### src/rtl/mlr_pkg.sv
// Shared types and constants for the midpoint line rasterizer.
package mlr_pkg;

  // Default coordinate width in bits.
  localparam int unsigned COORD_BITS_DEF = 6;

  // Octant codes, numbered counterclockwise from the shallow positive-x octant.
  localparam logic [2:0] OCT0 = 3'd0;
  localparam logic [2:0] OCT1 = 3'd1;
  localparam logic [2:0] OCT2 = 3'd2;
  localparam logic [2:0] OCT3 = 3'd3;
  localparam logic [2:0] OCT4 = 3'd4;
  localparam logic [2:0] OCT5 = 3'd5;
  localparam logic [2:0] OCT6 = 3'd6;
  localparam logic [2:0] OCT7 = 3'd7;

  // Controller states.
  typedef enum logic [2:0] {
    ST_IDLE  = 3'b001,
    ST_SETUP = 3'b010,
    ST_RUN   = 3'b100
  } state_e;

  // Commands from the controller to the datapath.
  typedef struct packed {
    logic load_in;  // capture the endpoints of an accepted command
    logic setup;    // classify the line and load the stepping state
    logic emit;     // load the output beat and advance one pixel
  } dp_cmd_t;

  // Status from the datapath to the controller.
  typedef struct packed {
    logic done;     // the current pixel is the end point
  } dp_status_t;

endpackage

### src/rtl/mlr_ctrl.sv
// Controller state machine of the midpoint line rasterizer.
module mlr_ctrl (
  input  logic               clk_i,
  input  logic               rst_ni,
  input  logic               in_valid_i,
  output logic               in_ready_o,
  output logic               out_valid_o,
  input  logic               out_ready_i,
  output mlr_pkg::dp_cmd_t    cmd_o,
  input  mlr_pkg::dp_status_t status_i
);
  import mlr_pkg::*;

  state_e state_q, state_d;
  logic   m_valid_q, m_valid_d;
  logic   out_free;

  // The output register can take a new beat when empty or being drained.
  assign out_free = !m_valid_q || out_ready_i;

  // Next-state and command decode.
  always_comb begin
    state_d       = state_q;
    cmd_o         = '0;
    in_ready_o    = 1'b0;
    case (state_q)
      ST_IDLE: begin
        in_ready_o = 1'b1;
        if (in_valid_i) begin
          cmd_o.load_in = 1'b1;
          state_d       = ST_SETUP;
        end
      end
      ST_SETUP: begin
        cmd_o.setup = 1'b1;
        state_d     = ST_RUN;
      end
      ST_RUN: begin
        if (out_free) begin
          cmd_o.emit = 1'b1;
          if (status_i.done) begin
            state_d = ST_IDLE;
          end
        end
      end
      default: begin
        state_d = ST_IDLE;
      end
    endcase
  end

  // Output valid: set on a new beat, cleared once the beat is taken.
  always_comb begin
    if (cmd_o.emit) begin
      m_valid_d = 1'b1;
    end else if (out_ready_i) begin
      m_valid_d = 1'b0;
    end else begin
      m_valid_d = m_valid_q;
    end
  end

  assign out_valid_o = m_valid_q;

  // State registers.
  always_ff @(posedge clk_i or negedge rst_ni) begin
    if (!rst_ni) begin
      state_q   <= ST_IDLE;
      m_valid_q <= 1'b0;
    end else begin
      state_q   <= state_d;
      m_valid_q <= m_valid_d;
    end
  end

endmodule

### src/rtl/mlr_dp.sv
// Datapath of the midpoint line rasterizer: octant setup, stepping and output register.
module mlr_dp #(
  parameter int unsigned COORD_BITS = mlr_pkg::COORD_BITS_DEF
) (
  input  logic                      clk_i,
  input  logic                      rst_ni,
  input  mlr_pkg::dp_cmd_t           cmd_i,
  output mlr_pkg::dp_status_t        status_o,
  input  logic [4*COORD_BITS-1:0]   in_data_i,
  output logic [2*COORD_BITS-1:0]   out_data_o,
  output logic                      out_last_o
);
  import mlr_pkg::*;

  localparam int unsigned W  = COORD_BITS;
  localparam int unsigned CW = COORD_BITS + 1;  // octant-0 coordinates
  localparam int unsigned EW = COORD_BITS + 2;  // east increment
  localparam int unsigned DW = COORD_BITS + 3;  // decision and northeast increment

  // Map a point into octant 0; result is {u, v}.
  function automatic logic [2*CW-1:0] to_oct0(input logic [2:0] o,
                                              input logic signed [CW-1:0] x,
                                              input logic signed [CW-1:0] y);
    logic signed [CW-1:0] u;
    logic signed [CW-1:0] v;
    case (o)
      OCT0:    begin u = x;  v = y;  end
      OCT1:    begin u = y;  v = x;  end
      OCT2:    begin u = y;  v = -x; end
      OCT3:    begin u = -x; v = y;  end
      OCT4:    begin u = -x; v = -y; end
      OCT5:    begin u = -y; v = -x; end
      OCT6:    begin u = -y; v = x;  end
      default: begin u = x;  v = -y; end
    endcase
    return {u, v};
  endfunction

  // Map an octant-0 point back to screen space; result is {x, y}.
  function automatic logic [2*CW-1:0] from_oct0(input logic [2:0] o,
                                                input logic signed [CW-1:0] u,
                                                input logic signed [CW-1:0] v);
    logic signed [CW-1:0] x;
    logic signed [CW-1:0] y;
    case (o)
      OCT0:    begin x = u;  y = v;  end
      OCT1:    begin x = v;  y = u;  end
      OCT2:    begin x = -v; y = u;  end
      OCT3:    begin x = -u; y = v;  end
      OCT4:    begin x = -u; y = -v; end
      OCT5:    begin x = -v; y = -u; end
      OCT6:    begin x = v;  y = -u; end
      default: begin x = u;  y = -v; end
    endcase
    return {x, y};
  endfunction

  // Captured endpoints.
  logic signed [W-1:0] x0_q, y0_q, x1_q, y1_q;

  // Stepping state.
  logic signed [CW-1:0] step_major_q, step_major_d;
  logic signed [CW-1:0] step_minor_q, step_minor_d;
  logic signed [CW-1:0] stop_major_q, stop_major_d;
  logic signed [DW-1:0] decision_q, decision_d;
  logic        [EW-1:0] inc_east_q, inc_east_d;
  logic signed [DW-1:0] inc_ne_q, inc_ne_d;
  logic        [2:0]    octant_q, octant_d;

  // Output beat register.
  logic [2*W-1:0] out_data_q;
  logic           out_last_q;

  // Setup signals.
  logic signed [CW-1:0] x0e, y0e, x1e, y1e;
  logic signed [CW-1:0] dx, dy, adx_full, ady_full;
  logic        [W-1:0]  adx, ady;
  logic                 xmaj;
  logic        [2:0]    oct_new;
  logic        [2*CW-1:0] p0, p1;
  logic signed [CW-1:0] u0, v0, u1, v1, du, dv;
  logic signed [DW-1:0] du_w, dv_w;

  // Stepping signals.
  logic                 done;
  logic        [2*CW-1:0] pix;
  logic signed [CW-1:0] pix_x, pix_y;

  // Endpoint capture.
  always_ff @(posedge clk_i) begin
    if (cmd_i.load_in) begin
      x0_q <= in_data_i[0*W +: W];
      y0_q <= in_data_i[1*W +: W];
      x1_q <= in_data_i[2*W +: W];
      y1_q <= in_data_i[3*W +: W];
    end
  end

  // Octant classification from the signs and magnitudes of dx and dy.
  always_comb begin
    x0e      = CW'(x0_q);
    y0e      = CW'(y0_q);
    x1e      = CW'(x1_q);
    y1e      = CW'(y1_q);
    dx       = x1e - x0e;
    dy       = y1e - y0e;
    adx_full = dx[CW-1] ? -dx : dx;
    ady_full = dy[CW-1] ? -dy : dy;
    adx      = adx_full[W-1:0];
    ady      = ady_full[W-1:0];
    xmaj     = adx >= ady;
    case ({dx[CW-1], dy[CW-1]})
      2'b00:   oct_new = xmaj ? OCT0 : OCT1;
      2'b10:   oct_new = xmaj ? OCT3 : OCT2;
      2'b11:   oct_new = xmaj ? OCT4 : OCT5;
      default: oct_new = xmaj ? OCT7 : OCT6;
    endcase
  end

  // Endpoints in octant 0 and the initial decision terms.
  always_comb begin
    p0   = to_oct0(oct_new, x0e, y0e);
    p1   = to_oct0(oct_new, x1e, y1e);
    u0   = p0[CW +: CW];
    v0   = p0[0 +: CW];
    u1   = p1[CW +: CW];
    v1   = p1[0 +: CW];
    du   = u1 - u0;
    dv   = v1 - v0;
    du_w = DW'(du);
    dv_w = DW'(dv);
  end

  // The current pixel is the last one once the major axis reaches the end point.
  assign done          = step_major_q >= stop_major_q;
  assign status_o.done = done;

  // Next stepping state: load on setup, advance one pixel on emit.
  always_comb begin
    step_major_d = step_major_q;
    step_minor_d = step_minor_q;
    stop_major_d = stop_major_q;
    decision_d   = decision_q;
    inc_east_d   = inc_east_q;
    inc_ne_d     = inc_ne_q;
    octant_d     = octant_q;
    if (cmd_i.setup) begin
      step_major_d = u0;
      step_minor_d = v0;
      stop_major_d = u1;
      decision_d   = (dv_w <<< 1) - du_w;
      inc_east_d   = unsigned'(EW'(dv)) << 1;
      inc_ne_d     = (dv_w - du_w) <<< 1;
      octant_d     = oct_new;
    end else if (cmd_i.emit && !done) begin
      // A tie at zero takes the diagonal step.
      if (decision_q[DW-1]) begin
        decision_d = decision_q + signed'({1'b0, inc_east_q});
      end else begin
        step_minor_d = step_minor_q + CW'(1);
        decision_d   = decision_q + inc_ne_q;
      end
      step_major_d = step_major_q + CW'(1);
    end
  end

  // Stepping state registers.
  always_ff @(posedge clk_i or negedge rst_ni) begin
    if (!rst_ni) begin
      step_major_q <= '0;
      step_minor_q <= '0;
      stop_major_q <= '0;
      decision_q   <= '0;
      inc_east_q   <= '0;
      inc_ne_q     <= '0;
      octant_q     <= OCT0;
    end else begin
      step_major_q <= step_major_d;
      step_minor_q <= step_minor_d;
      stop_major_q <= stop_major_d;
      decision_q   <= decision_d;
      inc_east_q   <= inc_east_d;
      inc_ne_q     <= inc_ne_d;
      octant_q     <= octant_d;
    end
  end

  // Map the current pixel back to screen space.
  always_comb begin
    pix   = from_oct0(octant_q, step_major_q, step_minor_q);
    pix_x = pix[CW +: CW];
    pix_y = pix[0 +: CW];
  end

  // Output beat register.
  always_ff @(posedge clk_i) begin
    if (cmd_i.emit) begin
      out_data_q <= {pix_y[W-1:0], pix_x[W-1:0]};
      out_last_q <= done;
    end
  end

  assign out_data_o = out_data_q;
  assign out_last_o = out_last_q;

endmodule

### src/rtl/midpoint_line_rasterizer.sv
// Top level of the eight-octant midpoint line rasterizer.
//
// Each input beat is a line command with two signed endpoints; the block
// answers with 1 + max(|dx|, |dy|) pixel beats, walking from the start point
// to the end point, and marks the end point with tlast. After a command is
// accepted, the block captures it in the endpoint registers, then classifies
// the octant and loads the decision terms in a setup state; then the stepper
// delivers one pixel per cycle while the output side takes beats. The single
// decision update per pixel sets that rate. The next command is taken as soon
// as the last pixel has moved into the output register. A zero-length line
// gives a single pixel with tlast set.
module midpoint_line_rasterizer #(
  parameter int unsigned COORD_BITS = mlr_pkg::COORD_BITS_DEF
) (
  input  logic                                      clk_i,
  input  logic                                      rst_ni,
  input  logic                                      s_axis_tvalid,
  output logic                                      s_axis_tready,
  // Fields from bit 0 up: start_x, start_y, end_x, end_y, zero padding.
  input  logic [((4*COORD_BITS+7)/8)*8-1:0]         s_axis_tdata,
  output logic                                      m_axis_tvalid,
  input  logic                                      m_axis_tready,
  // Fields from bit 0 up: pixel_x, pixel_y, zero padding.
  output logic [((2*COORD_BITS+7)/8)*8-1:0]         m_axis_tdata,
  // last_pixel.
  output logic                                      m_axis_tlast
);
  import mlr_pkg::*;

  localparam int unsigned OUT_TDATA_W = ((2*COORD_BITS+7)/8)*8;

  dp_cmd_t               cmd;
  dp_status_t            status;
  logic [2*COORD_BITS-1:0] out_data;

  // Control.
  mlr_ctrl u_ctrl (
    .clk_i       (clk_i),
    .rst_ni      (rst_ni),
    .in_valid_i  (s_axis_tvalid),
    .in_ready_o  (s_axis_tready),
    .out_valid_o (m_axis_tvalid),
    .out_ready_i (m_axis_tready),
    .cmd_o       (cmd),
    .status_i    (status)
  );

  // Datapath.
  mlr_dp #(
    .COORD_BITS (COORD_BITS)
  ) u_dp (
    .clk_i      (clk_i),
    .rst_ni     (rst_ni),
    .cmd_i      (cmd),
    .status_o   (status),
    .in_data_i  (s_axis_tdata[4*COORD_BITS-1:0]),
    .out_data_o (out_data),
    .out_last_o (m_axis_tlast)
  );

  // Pad the pixel fields to whole bytes.
  assign m_axis_tdata = OUT_TDATA_W'(out_data);

endmodule

### config.mk
export PLATFORM = sky130hd
export DESIGN_NAME = midpoint_line_rasterizer
export DESIGN_NICKNAME = d
export VERILOG_FILES = /design/src/rtl/mlr_pkg.sv /design/src/rtl/mlr_ctrl.sv /design/src/rtl/mlr_dp.sv /design/src/rtl/midpoint_line_rasterizer.sv
export SDC_FILE = /design/constraint.sdc
export NUM_CORES = 1
export LEC_CHECK = 0
export ABC_AREA = 1
export BUFFER_PORTS_ARGS = -buffer_cell sky130_fd_sc_hd__buf_2
export CAP_MARGIN = 20
export CORE_MARGIN = 5
export CORE_UTILIZATION = 30
export CTS_CLUSTER_SIZE = 12
export DETAILED_ROUTE_END_ITERATION = 10
export GPL_TIMING_DRIVEN = 0
export PLACE_DENSITY = 0.52
export SLEW_MARGIN = 20
export SYNTH_ARGS = -nofsm -noshare
export SYNTH_HDL_FRONTEND = slang
export SYNTH_SLANG_ARGS = --single-unit
export TNS_END_PERCENT = 50
### constraint.sdc
create_clock -name clk_i -period 6.5 [get_ports clk_i]
set_input_delay 0.65 -clock clk_i [delete_from_list [all_inputs] [get_ports clk_i]]
set_output_delay 0.65 -clock clk_i [all_outputs]
set_load 0.01 [all_outputs]
==> flow_metrics.env, run 1 <==
export IMPL_pin_count=47
export IMPL_synth_main_ff_cell="sky130_fd_sc_hd__dfrtp_1"
export IMPL_timing_hold_ws_ns=0.316
export IMPL_post_synth_main_area_contributors="sky130_fd_sc_hd__dfrtp_1, sky130_fd_sc_hd__edfxtp_1, sky130_fd_sc_hd__ha_1, sky130_fd_sc_hd__nand2_1, sky130_fd_sc_hd__inv_1"
export IMPL_final_fill_count=2549
export IMPL_worstPathRequired_ns=6.80
export IMPL_synth_warnings=0
export IMPL_run_status="finished clean"
export IMPL_detailedRoute_firstIterationViolations=395
export IMPL_drt_total_wl_um=20300
export IMPL_synth_cells=968
export IMPL_pin_count_of_the_biggest_net_entering_global_routing=51
export IMPL_port_buffer_count=42
export IMPL_clockRootBuffer="sky130_fd_sc_hd__clkbuf_16"
export IMPL_via_count=6532
export IMPL_std_cell_rows=57
export IMPL_crit_path_start_kind="register"
export IMPL_drt_vias_per_instance=4.76
export IMPL_crit_arrival_ns=6.42
export IMPL_drv_cap=0
export IMPL_synth_edff_count=37
export IMPL_antenna_diode_count=0
export IMPL_slowest_delay_ns=0.42
export IMPL_final_max_slew_viol_count=0
export IMPL_wire_per_inst_um=14.8
export IMPL_floorplan_die_height_um=167
export IMPL_hold_buffers=0
export IMPL_relSlewSlack_pct=41.1
export IMPL_fmax_ghz=0.163
export IMPL_synthDistinctLibCells=55
export IMPL_path_max_fanout=10
export IMPL_ys_seq_area_share_pct=31.9
export IMPL_critical_path_most_common_cell="sky130_fd_sc_hd__nand2_1"
export IMPL_finalHoldViolCount=0
export IMPL_synth_largest_area_cell="sky130_fd_sc_hd__dfrtp_1"
export IMPL_timing_final_crit_period_ns=6.13
export IMPL_drive_gt1_share_pct=17.1
export IMPL_fin_worst_skew_ns=0.00944
export IMPL_timing_hold_worst_class="in2async"
export IMPL_synth_ff_latch_count=87
export IMPL_number_of_detailed_routing_iterations_run_before_antenna_repair=5
export IMPL_area_growth_syn_to_layout_pct=18.0
export IMPL_syn_mean_instance_area_um2=7.66
export IMPL_timing_worst_setup_path_type="reg2reg"
export IMPL_die_w_um=167
export IMPL_final_period_utilization_pct=94.2
export IMPL_yosys_cell_count_top_type="sky130_fd_sc_hd__nand2_1"
export IMPL_gp_routability_congestion=0.873
export IMPL_core_area_um2=24300
export IMPL_antenna_violating_nets_post_route=0
export IMPL_grt_first_pass_wirelength_um=33400
export IMPL_synth_common_cells="sky130_fd_sc_hd__nand2_1, sky130_fd_sc_hd__inv_1, sky130_fd_sc_hd__ha_1"
export IMPL_worst_setup_path_end_kind="register"
export IMPL_clockBufferDepth=2
export IMPL_critical_path_slowest_cell="sky130_fd_sc_hd__edfxtp_1"
export IMPL_grt_pass1_vias=6394
export IMPL_floorplan_initialDensity_pct=30.5
export IMPL_clock_latency_ns=0.36
export IMPL_globalRouteOverflowTotal=0
export IMPL_track_usage_pct=14.7
export IMPL_cts_inserted_buffers=9
export IMPL_max_slew_worst_pin_slew_ns=0.880
export IMPL_cts_max_level=3
export IMPL_synth_top_cell_area_share_pct=16.5
export IMPL_fin_nets=1142
export IMPL_grt_antenna_before_repair=0
export IMPL_async_reset_ff_share_pct=57.5
export IMPL_numClockSinks=87
export IMPL_route_detailed_drc=0
export IMPL_synth_area_um2=7420
export IMPL_tritoncts="yes"
export IMPL_timing_final_setup_violations=0
export IMPL_die_area_um2=28000
export IMPL_detailed_place_hpwl_um=16200
export IMPL_worst_setup_hold_path_clk_slew_ns=0.07
[path summary, 6_finish.rpt]
check | endpoint | slack (ns) | depth (start not counted) | start
max | u_dp.decision_q[5] | 0.37 | 42 | u_dp.y1_q[0]
min | u_dp.octant_q[2] | 0.32 | 1 | rst_ni
max reg2reg | u_dp.decision_q[5] | 0.37 | 42 | u_dp.y1_q[0]
min reg2reg | u_dp.inc_ne_q[8] | 0.48 | 1 | u_dp.inc_ne_q[8]
max in group asynchronous | u_ctrl.out_valid_o | 5.71 | 1 | rst_ni
min in group clk_i | u_dp.x1_q[4] | 0.47 | 1 | s_axis_tdata[16]
[layout make-up]
class / count / area (µm²) / share of cell area, %
multi-input cells: 711 / 4620 / 52.9
flip-flops and latches: 87 / 2360 / 27.0
inverters: 153 / 582 / 6.65
well taps: 324 / 405 / 4.63
repair buffers: 60 / 340 / 3.89
clock buffers: 10 / 229 / 2.62
plain buffers: 20 / 113 / 1.29
clock inverters: 6 / 92.6 / 1.06
[layer usage]
metal  up-vias  GRT usage [%]  routed length [µm]
li1       3371              -                   -
met1      2990           20.1                9780
met2       149           23.7                9210
met3        22           3.56                1020
met4         0           3.03                 258
met5         -              0                   0
[cell families (layout without fill, tap and decap cells)]
| family | Yosys count | count (layout) | share of synthesized area, % |
|---|---|---|---|
| mux | 1 | 1 | 0.135 |
| other cells | 1 | 4 | 0.0506 |
| xor+xnor | 57 | 57 | 6.73 |
| buf+inv | 173 | 249 | 9.14 |
| fa+ha+maj | 72 | 72 | 12.8 |
| compound gates | 172 | 172 | 14.6 |
| flops | 87 | 87 | 31.9 |
| simple gates | 405 | 405 | 24.7 |
[critical path, delay by kind of cell (launching register included)]
kind | cells | cell delay [ns]
buf+inv | 11 | 1.04
xor+xnor | 2 | 0.31
fa+ha+maj | 6 | 1.53
simple gates | 17 | 1.80
flops | 1 | 0.42
compound gates | 6 | 0.98
[what timing repair did]
item	in CTS	in global routing
endpoints found under the hold margin	0	0
setup buffers	0	14
pin swaps	1	13
resized for setup	12	41
endpoints found under the setup margin	9	11
cloned	0	0
[layout by cell type (no fill, tap or decap), types with 4 or more instances in the layout]
| cell | instances |
|---|---|
| sky130_fd_sc_hd__nand3b_1 | 4 |
| sky130_fd_sc_hd__nand3_4 | 4 |
| sky130_fd_sc_hd__nand3_1 | 60 |
| sky130_fd_sc_hd__buf_2 | 47 |
| sky130_fd_sc_hd__a21oi_1 | 31 |
| sky130_fd_sc_hd__nor2_1 | 56 |
| sky130_fd_sc_hd__nand2_4 | 4 |
| sky130_fd_sc_hd__conb_1 | 4 |
| sky130_fd_sc_hd__or2_2 | 5 |
| sky130_fd_sc_hd__nand4_1 | 8 |
| sky130_fd_sc_hd__fa_1 | 5 |
| sky130_fd_sc_hd__xor2_1 | 38 |
| sky130_fd_sc_hd__o21ai_0 | 52 |
| sky130_fd_sc_hd__xnor2_1 | 14 |
| sky130_fd_sc_hd__o221ai_1 | 8 |
| sky130_fd_sc_hd__dfrtp_1 | 49 |
| sky130_fd_sc_hd__nand2_2 | 17 |
| sky130_fd_sc_hd__o21ai_2 | 4 |
| sky130_fd_sc_hd__inv_1 | 139 |
| sky130_fd_sc_hd__buf_4 | 20 |
| sky130_fd_sc_hd__clkbuf_16 | 9 |
| sky130_fd_sc_hd__clkbuf_1 | 12 |
| sky130_fd_sc_hd__a21oi_2 | 4 |
| sky130_fd_sc_hd__a211oi_2 | 5 |
| sky130_fd_sc_hd__o2111ai_1 | 10 |
| sky130_fd_sc_hd__xor2_2 | 4 |
| sky130_fd_sc_hd__ha_1 | 64 |
| sky130_fd_sc_hd__o21ai_1 | 10 |
| sky130_fd_sc_hd__nand3_2 | 10 |
| sky130_fd_sc_hd__o22ai_1 | 11 |
| sky130_fd_sc_hd__o21a_1 | 4 |
| sky130_fd_sc_hd__edfxtp_1 | 37 |
| sky130_fd_sc_hd__a211oi_1 | 4 |
| sky130_fd_sc_hd__inv_2 | 12 |
| sky130_fd_sc_hd__nor3_1 | 12 |
| sky130_fd_sc_hd__nand2_1 | 215 |
[metrics by stage]
stage | std cells | area, µm² | TNS [ns] | util (%) | worst slack (ns)
final | 1371 | 8750 | 0 | 36.0 | 0.374
after global routing | 1371 | 8750 | -0.118 | 36.0 | -0.0558
after CTS | 1357 | 8440 | -0.0748 | 34.7 | -0.0261
after detailed placement | 1341 | 8080 | -2.09 | 33.2 | -0.442
after global placement | 1337 | 8040 | -2.17 | 33.1 | -0.428
after floorplan | 971 | 7430 | 0 | - | 0.936
[registers in the layout (all words and copies together) (netlist names), 6 cells and up]
name	count
u_dp.y0_q	6
u_dp.out_data_o	12
u_dp.x0_q	6
u_dp.stop_major_q	7
u_dp.inc_ne_q	8
u_dp.y1_q	6
u_dp.x1_q	6
u_dp.step_major_q	7
u_dp.step_minor_q	6
u_dp.decision_q	8
u_dp.inc_east_q	7
Power of run 1 is left out: the tool's default activity adds up to more than one toggle a clock period on the data nets, which glitch-free logic cannot reach.
==> inputs of run 2 (changes only) <==
--- a/config.mk
+++ b/config.mk
@@ -13,7 +13,7 @@
 export CTS_CLUSTER_SIZE = 12
 export DETAILED_ROUTE_END_ITERATION = 10
 export GPL_TIMING_DRIVEN = 0
-export PLACE_DENSITY = 0.52
+export PLACE_DENSITY = 0.54
 export SLEW_MARGIN = 20
 export SYNTH_ARGS = -nofsm -noshare
 export SYNTH_HDL_FRONTEND = slang
==> constraint.sdc (replaced) <==
create_clock -name clk_i -period 4.91 [get_ports clk_i]
set_input_delay 0.491 -clock clk_i [delete_from_list [all_inputs] [get_ports clk_i]]
set_output_delay 0.491 -clock clk_i [all_outputs]
set_load 0.01 [all_outputs]
==> run 2 against run 1 <==
Compared with the run above: the flow now finishes with violations (negative setup slack); worst hold slack worse by 0.17 ns; via count increased by 8.2%; register-to-register slack got worse by 1.1 ns; wire length up 7.6%; die area unchanged; critical endpoint is now u_dp.decision_q[8].
==> flow_metrics.env, run 2 (synthesis gave the netlist of run 1 again) <==
export IMPL_dpl_worst_slack_ns=-1.70
export IMPL_timing_hold_worst_class="in2async"
export IMPL_fin_worst_skew_ns=0.00922
export IMPL_floorplan_die_height_um=167
export IMPL_globalRouteOverflowTotal=0
export IMPL_antenna_violating_nets_post_route=0
export IMPL_commonest_non_fill_non_tap_cells_in_the_layout="sky130_fd_sc_hd__nand2_1, sky130_fd_sc_hd__inv_1, sky130_fd_sc_hd__buf_4, sky130_fd_sc_hd__ha_1, sky130_fd_sc_hd__nor2_1"
export IMPL_grt_antenna_before_repair=0
export IMPL_critical_path_buf_inv_count=4
export IMPL_crit_path_start_kind="register"
export IMPL_drive_gt1_share_pct=31.9
export IMPL_critical_path_slowest_cell="sky130_fd_sc_hd__edfxtp_1"
export IMPL_drv_cap=0
export IMPL_failed_checks="negative setup slack"
export IMPL_grt_pass1_vias=6950
export IMPL_port_buffer_count=42
export IMPL_timing_final_crit_period_ns=5.67
export IMPL_fin_nets=1200
export IMPL_wire_per_inst_um=15.3
export IMPL_clockBufferDepth=2
export IMPL_regToRegStartpoint="u_dp.y1_q[0]"
export IMPL_grt_first_pass_wirelength_um=35100
export IMPL_max_slew_worst_pin_slew_ns=0.884
export IMPL_detailedRoute_firstIterationViolations=444
export IMPL_track_usage_pct=15.4
export IMPL_area_growth_syn_to_layout_pct=35.1
export IMPL_clockRootBuffer="sky130_fd_sc_hd__clkbuf_16"
export IMPL_finalWorstSetupSlack_ns=-0.765
export IMPL_core_area_um2=24300
export IMPL_worst_setup_hold_path_clk_slew_ns=0.07
export IMPL_floorplan_initialDensity_pct=30.5
export IMPL_via_count=7065
export IMPL_fmax_ghz=0.176
export IMPL_largest_reg_flops=12
export IMPL_pin_count=47
export IMPL_timing_hold_ws_ns=0.146
export IMPL_timing_critical_path_depth=38
export IMPL_rsz0062_at_grt="true"
export IMPL_gp_routability_congestion=0.861
export IMPL_timing_critical_path_to="u_dp.decision_q[8]"
export IMPL_reg2reg_depth=38
export IMPL_route_detailed_drc=0
export IMPL_run_status="finished with violations"
export IMPL_layout_cells_most_common="sky130_fd_sc_hd__nand2_1"
export IMPL_cts_max_level=3
export IMPL_ff_to_ff_setup_slack_ns=-0.76
export IMPL_number_of_detailed_routing_iterations_run_before_antenna_repair=5
export IMPL_clock_latency_ns=0.35
export IMPL_relSlewSlack_pct=40.9
export IMPL_cts_inserted_buffers=9
export IMPL_numClockSinks=87
export IMPL_pin_count_of_the_biggest_net_entering_global_routing=51
export IMPL_timing_worst_setup_path_type="reg2reg"
export IMPL_die_area_um2=28000
export IMPL_worst_setup_startpoint="u_dp.y1_q[0]"
export IMPL_detailed_place_hpwl_um=16200
export IMPL_finalHoldViolCount=0
export IMPL_std_cell_rows=57
export IMPL_final_period_utilization_pct=116
export IMPL_timing_final_setup_violations=15
export IMPL_die_w_um=167
export IMPL_critical_path_most_common_cell="sky130_fd_sc_hd__nand2_1"
export IMPL_hold_buffers=0
export IMPL_critical_path_reg2reg_endpoint="u_dp.decision_q[8]"
export IMPL_worst_setup_path_end_kind="register"
export IMPL_drt_vias_per_instance=4.94
export IMPL_tritoncts="yes"
export IMPL_cp_top_family="simple AND/OR/NAND/NOR gates"
export IMPL_slowest_delay_ns=0.42
export IMPL_drt_total_wl_um=21800
export IMPL_crit_arrival_ns=5.96
export IMPL_path_max_fanout=6
export IMPL_final_max_slew_viol_count=0
export IMPL_worstPathRequired_ns=5.19
[run 2: changes by cell type in the layout (fill, tap and decap cells not counted), sizes merged]
cell and change:
clkbuf +3, buf +55, clkinv -1, nand2 +1
diode +1
[run 2: area by class of cell]
| class | instances | area (µm²) |
|---|---|---|
| inverter | 153 | 603 |
| timing repair buffer | 118 | 823 |
| clock buffer | 11 | 254 |
| fill | 2421 | 14300 |
| antenna | 1 | 2.50 |
| clock inverter | 5 | 86.3 |
| buffer | 19 | 121 |
| multi-input combinational | 712 | 5360 |
| sequential | 87 | 2360 |
| tap | 324 | 405 |
[run 2: what timing repair did]
item,in CTS,in global routing
gates cloned,2,1
setup buffers,56,14
endpoints found under the setup margin,21,18
gates resized for setup,155,40
pin swaps,77,42
[run 2: through the flow]
stage          instances  utilization, %  TNS (ns)  instance area [µm²]
3_3_place_gp        1337            33.6    -26.53                 8170
2_1_floorplan        971               -     -2.73                 7550
4_1_cts             1414            40.1     -5.62                 9740
6_report            1430            41.2     -7.28                10000
5_1_grt             1429            41.2    -12.22                10000
3_5_place_dp        1341            33.8    -22.42                 8210
[run 2: how the worst min path moves through the flow]
stage	endpoint	slack, ns	cells after the start
2_1_floorplan	u_ctrl.out_valid_o	0.20	0
3_3_place_gp	u_dp.inc_east_q[2]	0.46	2
3_5_place_dp	u_dp.inc_east_q[3]	0.46	2
4_1_cts	u_dp.octant_q[2]	0.20	1
5_1_grt	u_dp.octant_q[2]	0.22	1
6_report	u_dp.octant_q[2]	0.15	1
[run 2: worst reg2reg max path, delay by kind of cell (launching register included)]
family	cells	cell delay [ns]
and+or+nand+nor	22	2.24
adders and majority gates	5	1.34
AOI/OAI and AO/OA	5	0.96
DFF	1	0.42
xor gates and xnor gates	2	0.38
buffers and inverters	4	0.27
[run 2: metal layers]
metal  wire length, µm  global-route usage [%]  share of wire (%)
met5                 0                       0                  0
met4               543                    3.99                2.5
met3              1140                    2.88                5.2
met2             10400                    26.4                 48
met1              9750                    20.0                 45
Power of run 2 is left out for the same reason.
==> inputs of run 3 (changes only) <==
--- a/config.mk
+++ b/config.mk
@@ -13,8 +13,7 @@
 export CTS_CLUSTER_SIZE = 12
 export DETAILED_ROUTE_END_ITERATION = 10
 export GPL_TIMING_DRIVEN = 0
-export PLACE_DENSITY = 0.54
-export SLEW_MARGIN = 20
+export PLACE_DENSITY = 0.52
 export SYNTH_ARGS = -nofsm -noshare
 export SYNTH_HDL_FRONTEND = slang
 export SYNTH_SLANG_ARGS = --single-unit
==> constraint.sdc (replaced) <==
create_clock -name clk_i -period 6.41 [get_ports clk_i]
set_input_delay 0.641 -clock clk_i [delete_from_list [all_inputs] [get_ports clk_i]]
set_output_delay 0.641 -clock clk_i [all_outputs]
set_load 0.01 [all_outputs]
==> run 3 against run 2 <==
Compared with the run above: the flow now finishes without violations; die area unchanged; wire length down 6.4%; fmax down 6.6%; worst hold slack better by 0.16 ns; sequential share of layout area up 3.2 points; clock-buffer cell count down 2; via count down 6.7%; critical path type unchanged.
==> flow_metrics.env, run 3 (synthesis gave the netlist of run 1 again) <==
export IMPL_critical_path_reg2reg_endpoint="u_dp.decision_q[5]"
export IMPL_grt_antenna_before_repair=0
export IMPL_worst_setup_path_end_kind="register"
export IMPL_grt_first_pass_wirelength_um=33100
export IMPL_detailed_place_hpwl_um=16300
export IMPL_worst_setup_hold_path_clk_slew_ns=0.07
export IMPL_clockBufferDepth=2
export IMPL_wire_per_inst_um=14.9
export IMPL_gp_routability_congestion=0.873
export IMPL_die_w_um=167
export IMPL_fin_nets=1146
export IMPL_antenna_violating_nets_post_route=0
export IMPL_commonest_non_fill_non_tap_cells_in_the_layout="sky130_fd_sc_hd__nand2_1, sky130_fd_sc_hd__inv_1, sky130_fd_sc_hd__ha_1, sky130_fd_sc_hd__nand3_1, sky130_fd_sc_hd__nor2_1"
export IMPL_max_slew_worst_pin_slew_ns=0.905
export IMPL_drt_total_wl_um=20400
export IMPL_via_count=6595
export IMPL_placed_cells_incl_taps=1342
export IMPL_fmax_ghz=0.165
export IMPL_crit_path_start_kind="register"
export IMPL_floorplan_initialDensity_pct=30.5
export IMPL_crit_arrival_ns=6.32
export IMPL_ff_to_ff_setup_slack_ns=0.33
export IMPL_cts_inserted_buffers=9
export IMPL_timing_hold_worst_class="in2async"
export IMPL_clock_latency_ns=0.36
export IMPL_globalRouteOverflowTotal=0
export IMPL_tritoncts="yes"
export IMPL_port_buffer_count=42
export IMPL_pin_count_of_the_biggest_net_entering_global_routing=29
export IMPL_timing_worst_setup_path_type="reg2reg"
export IMPL_final_max_slew_viol_count=0
export IMPL_antenna_diode_count=0
export IMPL_track_usage_pct=14.5
export IMPL_reg2reg_depth=39
export IMPL_drv_cap=0
export IMPL_detailedRoute_firstIterationViolations=377
export IMPL_finalHoldViolCount=0
export IMPL_cts_max_level=3
export IMPL_timing_final_crit_period_ns=6.08
export IMPL_timing_final_setup_violations=0
export IMPL_number_of_detailed_routing_iterations_run_before_antenna_repair=5
export IMPL_floorplan_die_height_um=167
export IMPL_relSlewSlack_pct=39.4
export IMPL_global_route_usage_met1_pct=19.9
export IMPL_drive_gt1_share_pct=18.1
export IMPL_regToRegStartpoint="u_dp.x0_q[1]"
export IMPL_numClockSinks=87
export IMPL_clockRootBuffer="sky130_fd_sc_hd__clkbuf_16"
export IMPL_slowest_delay_ns=0.36
export IMPL_core_area_um2=24300
export IMPL_fin_worst_skew_ns=0.00851
export IMPL_grt_pass1_vias=6309
export IMPL_grt_use_met2_pct=24.0
export IMPL_largest_reg_flops=12
export IMPL_worstPathRequired_ns=6.66
export IMPL_pin_count=47
export IMPL_gr_usage_met3_pct=2.66
export IMPL_run_status="finished clean"
export IMPL_path_max_fanout=8
export IMPL_critical_path_slowest_cell="sky130_fd_sc_hd__edfxtp_1"
export IMPL_area_growth_syn_to_layout_pct=19.1
export IMPL_fin_setup_tns_ns=0
export IMPL_route_detailed_drc=0
export IMPL_final_period_utilization_pct=94.8
export IMPL_non_filler_instance_count_after_layout=1375
export IMPL_grt_busiest_layer="met2"
export IMPL_die_area_um2=28000
export IMPL_layout_cells_most_common="sky130_fd_sc_hd__nand2_1"
export IMPL_drt_vias_per_instance=4.80
export IMPL_std_cell_rows=57
## run 3: changes by cell type in the layout (fill, tap and decap cells not counted), moves of 13 or more
cell	before	now
sky130_fd_sc_hd__nand3_1	48	61
sky130_fd_sc_hd__buf_4	72	26
sky130_fd_sc_hd__nand2_1	189	214
sky130_fd_sc_hd__inv_1	123	136
sky130_fd_sc_hd__ha_1	51	64
sky130_fd_sc_hd__nand2_2	35	18
## run 3: timing repair
action	4_1_cts	5_1_grt
buffers inserted	1	16
endpoints found under the setup margin	10	11
gates resized for setup	15	49
hold buffers	0	0
pin swaps	0	9
hold endpoints to repair	0	0
## run 3: layout make-up
| class | instances | area, µm² |
|---|---|---|
| well taps | 324 | 405 |
| clock buffers | 9 | 225 |
| repair buffers | 64 | 388 |
| flip-flops and latches | 87 | 2360 |
| inverters | 153 | 581 |
| plain buffers | 20 | 111 |
| clock inverters | 7 | 78.8 |
| fillers | 2569 | 15500 |
| multi-input cells | 711 | 4680 |
## run 3: worst max-delay path, delay by kind of cell (launching register included)
family | cells | cell delay, ns
AND/OR/NAND/NOR | 16 | 1.76
flip-flops | 1 | 0.36
buffers and inverters | 8 | 0.88
XOR/XNOR | 3 | 0.52
adder cells (fa/ha/maj) | 5 | 1.28
AO/OA/AOI/OAI | 7 | 1.16
## run 3: per-stage QoR
step                instance area (µm²)  hold WS, ns  setup WS [ns]  util [%]
floorplan                          7430        0.345          0.846         -
global placement                   8040        0.456         -0.518      33.1
detailed placement                 8100        0.461         -0.505      33.3
CTS                                8460        0.307         0.0273      34.8
global route                       8830        0.335        -0.0628      36.3
finish                             8830        0.302          0.332      36.3
## run 3: worst max-delay path by stage
stage                             from                 end  slack (ns)  depth (start not counted)
after floorplan           u_dp.y1_q[0]  u_dp.decision_q[7]        0.85                         41
after global placement    u_dp.y1_q[0]  u_dp.decision_q[4]       -0.52                         41
after detailed placement  u_dp.y1_q[0]  u_dp.decision_q[4]       -0.51                         41
after CTS                 u_dp.y1_q[0]  u_dp.decision_q[5]        0.03                         43
after global routing      u_dp.y1_q[0]  u_dp.decision_q[5]       -0.06                         43
final                     u_dp.x0_q[1]  u_dp.decision_q[5]        0.33                         39
## run 3: metal layers
| layer | vias to the layer above | wire, µm |
|---|---|---|
| met1 | 3049 | 9790 |
| met5 | - | 0 |
| li1 | 3365 | - |
| met2 | 161 | 9450 |
| met3 | 20 | 962 |
| met4 | 0 | 237 |
Power of run 3 is left out for the same reason.
